## src/rtl/core/tcw_pkg.sv

```systemverilog
// ----------------------------------------------------------------------------
// tcw_pkg: text console writer package
// Screen geometry, codes, state and datapath op types shared by the console
// controller, the datapath and the top level.
// ----------------------------------------------------------------------------
`default_nettype none

package tcw_pkg;

  localparam int COLS   = 80;
  localparam int ROWS   = 25;
  localparam int CELLS  = COLS * ROWS;
  localparam int ADDR_W = $clog2(CELLS);

  localparam int CMD_W  = 2;
  localparam int CHAR_W = 8;
  localparam int ROW_W  = 5;
  localparam int COL_W  = 7;
  localparam int CELL_W = 2 * CHAR_W;
  localparam int CFG_IDX_W  = 1;
  localparam int CFG_DATA_W = 11;
  localparam int FLOOR_W    = 11;

  localparam logic [CMD_W-1:0] CMD_PUT   = 2'd0;
  localparam logic [CMD_W-1:0] CMD_BS    = 2'd1;
  localparam logic [CMD_W-1:0] CMD_CLEAR = 2'd2;
  localparam logic [CMD_W-1:0] CMD_READ  = 2'd3;

  localparam logic [CFG_IDX_W-1:0] CFG_TEXT_COLOR  = 1'b0;
  localparam logic [CFG_IDX_W-1:0] CFG_ERASE_FLOOR = 1'b1;

  localparam logic [CHAR_W-1:0] NEWLINE_CODE = 8'd10;
  localparam logic [CHAR_W-1:0] SPACE_CODE   = 8'd32;
  localparam logic [CHAR_W-1:0] RESET_COLOR  = 8'd15;

  typedef enum logic [3:0] {
    S_INIT,
    S_IDLE,
    S_PUT_CHK,
    S_BS,
    S_CLEAR,
    S_READ,
    S_SCROLL,
    S_FILL,
    S_NL_FIN,
    S_EMIT
  } state_t;

  typedef enum logic [2:0] {
    OP_NONE,
    OP_INIT,
    OP_CLEAR,
    OP_SCROLL,
    OP_FILL,
    OP_NEWLINE,
    OP_PUT,
    OP_BS
  } dp_op_t;

  typedef struct packed {
    logic   load;
    dp_op_t op;
    logic   emit;
  } ctl_t;

  typedef struct packed {
    logic char_nl;
    logic col_full;
    logic row_bottom;
    logic bs_ok;
    logic scroll_end;
    logic sweep_last;
  } status_t;

endpackage

`default_nettype wire

```

## src/rtl/core/tcw_ctrl.sv

```systemverilog
// ----------------------------------------------------------------------------
// tcw_ctrl: console controller
// Sequences reset clearing, put, new line with scroll, backspace, clear and
// read transactions, issuing one datapath op per cycle.
// ----------------------------------------------------------------------------
`default_nettype none

module tcw_ctrl
  import tcw_pkg::*;
(
  input  wire logic             clk,
  input  wire logic             rst,
  input  wire logic             start,
  input  wire logic [CMD_W-1:0] command,
  input  wire status_t          sts,
  output ctl_t                  ctl,
  output logic                  busy
);

  state_t state;
  state_t state_next;

  always_ff @(posedge clk) begin
    if (rst) begin
      state <= S_INIT;
    end else begin
      state <= state_next;
    end
  end

  always_comb begin
    state_next = state;
    ctl.load   = 1'b0;
    ctl.op     = OP_NONE;
    ctl.emit   = 1'b0;
    busy       = (state != S_IDLE);
    case (state)
      S_INIT: begin
        ctl.op = OP_INIT;
        if (sts.sweep_last) state_next = S_IDLE;
      end
      S_IDLE: begin
        if (start) begin
          ctl.load = 1'b1;
          case (command)
            CMD_PUT:   state_next = S_PUT_CHK;
            CMD_BS:    state_next = S_BS;
            CMD_CLEAR: state_next = S_CLEAR;
            default:   state_next = S_READ;
          endcase
        end
      end
      S_PUT_CHK: begin
        if (sts.char_nl || sts.col_full) begin
          if (sts.row_bottom) begin
            state_next = S_SCROLL;
          end else begin
            ctl.op     = OP_NEWLINE;
            state_next = sts.char_nl ? S_EMIT : S_PUT_CHK;
          end
        end else begin
          ctl.op     = OP_PUT;
          state_next = S_EMIT;
        end
      end
      S_BS: begin
        if (sts.bs_ok) ctl.op = OP_BS;
        state_next = S_EMIT;
      end
      S_CLEAR: begin
        ctl.op = OP_CLEAR;
        if (sts.sweep_last) state_next = S_EMIT;
      end
      S_READ: begin
        state_next = S_EMIT;
      end
      S_SCROLL: begin
        ctl.op = OP_SCROLL;
        if (sts.scroll_end) state_next = S_FILL;
      end
      S_FILL: begin
        ctl.op = OP_FILL;
        if (sts.sweep_last) state_next = S_NL_FIN;
      end
      S_NL_FIN: begin
        ctl.op     = OP_NEWLINE;
        state_next = sts.char_nl ? S_EMIT : S_PUT_CHK;
      end
      S_EMIT: begin
        ctl.emit   = 1'b1;
        state_next = S_IDLE;
      end
      default: begin
        state_next = S_INIT;
      end
    endcase
  end

endmodule

`default_nettype wire

```

## config.mk

```make
export PLATFORM = sky130hd
export DESIGN_NAME = tcw_ctrl
export DESIGN_NICKNAME = d
export VERILOG_FILES = /design/src/rtl/core/tcw_pkg.sv /design/src/rtl/core/tcw_ctrl.sv
export SDC_FILE = /design/constraint.sdc
export NUM_CORES = 1
export LEC_CHECK = 0
export BUFFER_PORTS_ARGS = -buffer_cell sky130_fd_sc_hd__buf_4
export CELL_PAD_IN_SITES_DETAIL_PLACEMENT = 1
export CELL_PAD_IN_SITES_GLOBAL_PLACEMENT = 1
export CORE_MARGIN = 8
export CORE_UTILIZATION = 28
export DETAILED_ROUTE_END_ITERATION = 10
export PLACE_DENSITY_LB_ADDON = 0.08
export SLEW_MARGIN = 40
export SYNTH_ARGS = -nofsm -noshare
export SYNTH_HDL_FRONTEND = slang
export SYNTH_SLANG_ARGS = --single-unit
export TNS_END_PERCENT = 100
```

## constraint.sdc

```tcl
create_clock -name clk -period 1.4 [get_ports clk]
set_input_delay 0.07 -clock clk [delete_from_list [all_inputs] [get_ports clk]]
set_output_delay 0.07 -clock clk [all_outputs]
set_load 0.02 [all_outputs]
```

==> key figures <==
Synth
  – Synth top area share: 16.8%
  – Dominant cells by area after synthesis: dfxtp_1 17%, a21oi_1 8.4%, nor2_1 7.1%
  – Mean Syn Cell Area: about 6.7 um^2
  – Synth area leader: dfxtp_1
  – Post-Syn Instances: 71
  – Top FF cell, synth: dfxtp_1
  – Asr flop ratio synth: 0%
  – Post-synthesis sequential area ratio: between 15 and 20%
  – Synth unique cells: 35
  – Number of flops mapped to enable cells by yosys: 0
  – Cell Area, Synth: 475 um^2
  – Syn. warnings: 0
  – Mapped Nets: about 80
  – #FFs+latches synth: 4

CTS
  – Clock tree buffer depth: 2
  – Clock Sinks: 4
  – Max H-tree Level: 1
  – CTS tree: built
  – Clk_lat worst skew: 0.23 ns
  – Clock-pin slew on the worst setup and hold paths: 0.03 ns
  – Cts hold-fix bufs: 0
  – CTS Buf Count: 3
  – Root Driver: clkbuf_4

Floorplan
  – Overall die width: 57.2 um
  – Die area: approximately 3300 um^2
  – Initial Utilization: 28.8%
  – Core box area: approximately 1700 um^2
  – Chip Height: 57.2 um
  – I/O pins: 17
  – # rows: 15

Global route
  – Vias in the first global route: 742
  – Met2 GRT Util: about a quarter
  – GRT Overall Usage: 12.7%
  – Antenna violations before repair: 0
  – Met3 GRT Util: 2.22%
  – Congestion Overflow GR: 0
  – First-pass GRT wire length: 3370 um
  – Largest net degree at the start of global routing: 10
  – Busiest layer in global routing: met2
  – Met1 Use GR: 13.2%

Timing
  – Max-slew violations: 0
  – RSZ-0062 raised after global routing: true
  – Fin crit share: 108%
  – Skew final: 0.000442 ns
  – Setup ws final: -0.105 ns
  – Relative slew slack: roughly 80%
  – Fin crit period: around 1.5 ns
  – Min Hold Slack: 0.0182 ns
  – Fmax achieved: about 660 MHz
  – Setup-failing EPs final: 7
  – Worst Tran Pin Value: 0.297 ns
  – Final hold vios: 0

Placement
  – HPWL Detailed: 1510 um
  – Dpl ws: -0.138 ns
  – PortBufs: 16
  – Placed inst area: 771 um^2
  – Gpl congestion: roughly 0.77

Route
  – Drt pass-1 iters: 4
  – Antenna Nets Post-Route: 0
  – Vias: 731
  – Routed wire per std cell: 16.7 um
  – Drt drc: 0
  – Iter 0 DRT Violations: 11
  – Vias per cell: 5.41
  – Total wire length: 2260 um

Setup path
  – Setup CP Type: reg2reg
  – Reg2Reg Launch Point: state[3]
  – WP data required: 1.50 ns
  – Worst r2r dst: state[0]
  – Reg2reg setup slack: -0.11 ns
  – Setup crit end kind: flip-flop
  – Critical path origin: state[3]
  – Maximum fanout along the worst path: 5
  – Setup crit start kind: flip-flop
  – Worst Reg2Reg Path Length in Cells: 6
  – Worst path arrival time: 1.61 ns

Outcome
  – Failing checks: setup timing
  – Outcome: finished with violations

Layout
  – Nets: 131
  – Commonest non-fill, non-tap cell in the layout: buf_4
  – Commonest non-fill, non-tap cells in the layout: 32 x buf_4, 14 x buf_6, 8 x nor2_1
  – Largest regs: state: 4 flops
  – Max FFs per register: 4
  – Layout Cell Area excl Fill: 1050 um^2
  – Antenna Cells: 0
  – Reg with most FFs: state
  – Layout cell share with drive strength beyond 1: 65.3%
  – Area Overhead vs Synth: 120%

Min path
  – Worst min path class: in2reg
  – Hold EP: state[1]
  – Hold Path Stages: 2
  – Hold_sp: rst

Power
  – Power Density: 1060 nW/um^2
  – Leak: 0.461 nW
  – Maximum VDD drop: 0.670 mV

Run
  – Max-Cap Viols: 0
[cell type report]
class,instances,area [um^2]
clock buffers,3,22.5
fillers,190,606
inverters,2,10.0
multi-input cells,61,469
flip-flops and latches,4,90.1
well taps,17,21.3
repair buffers,48,433
[worst max-delay path, cell delays in order (launching register included)]
cell	delay [ns]
dfxtp_4	0.34
buf_4	0.16
or3_4	0.39
a21oi_2	0.15
a211o_1	0.14
or2_1	0.13
o32ai_1	0.07
[how the worst max path moves through the flow]
stage | end | slack, ns | depth (start not counted)
CTS | state[0] | -0.11 | 5
global placement | state[1] | -0.12 | 5
floorplan | state[0] | -0.05 | 5
global route | state[0] | -0.17 | 5
detailed placement | state[1] | -0.14 | 5
finish | state[0] | -0.11 | 6
[synthesized netlist by cell type (2+ instances only)]
cell type / instances
nor2_1: 9
clkbuf_1: 2
o21ai_0: 2
nor2b_1: 2
nand3_1: 4
nor3_1: 2
a21oi_1: 8
o32ai_1: 2
o21ai_1: 3
mux2i_1: 2
dfxtp_1: 4
inv_2: 2
buf_2: 2
and3_1: 3
nand2_1: 4
[routing by layer]
metal	routed length (um)	vias to the layer above	share of wire, %
met4	27	0	1.2
met1	941	350	42
li1	-	362	-
met3	71	4	3.1
met5	0	-	0
met2	1220	15	54
[per-stage QoR]
stage / cells / TNS [ns] / utilization [%] / power, W
global route: 135 / -0.953 / 63.3 / 0.00117
global placement: 121 / -0.374 / 46.7 / 0.000720
finish: 135 / -0.566 / 63.3 / 0.00111
floorplan: 71 / -0.151 / - / 0.000448
CTS: 133 / -0.480 / 58.3 / 0.00101
detailed placement: 121 / -0.434 / 46.7 / 0.000732
[what timing repair did]
item | in CTS | in global routing
buffers inserted | 9 | 2
endpoints found under the setup margin | 9 | 9
pin swaps | 8 | 8
gates resized for setup | 28 | 15
[cells by family after synthesis]
| family | count (synthesis) | synth area share (%) |
|---|---|---|
| simple gates | 34 | 38.4 |
| mux | 2 | 4.21 |
| buf+inv | 6 | 5.26 |
| flops | 4 | 16.8 |
| xor+xnor | 1 | 1.84 |
| compound gates | 24 | 33.4 |
[power by group]
group	internal, W	leakage, nW	switching [W]
clock network	0.0000954	0.0138	0.0000416
logic	0.000449	0.412	0.000370
registers	0.000134	0.0349	0.0000191
total	0.000679	0.461	0.000430
Power figures use the tool's default switching activity.
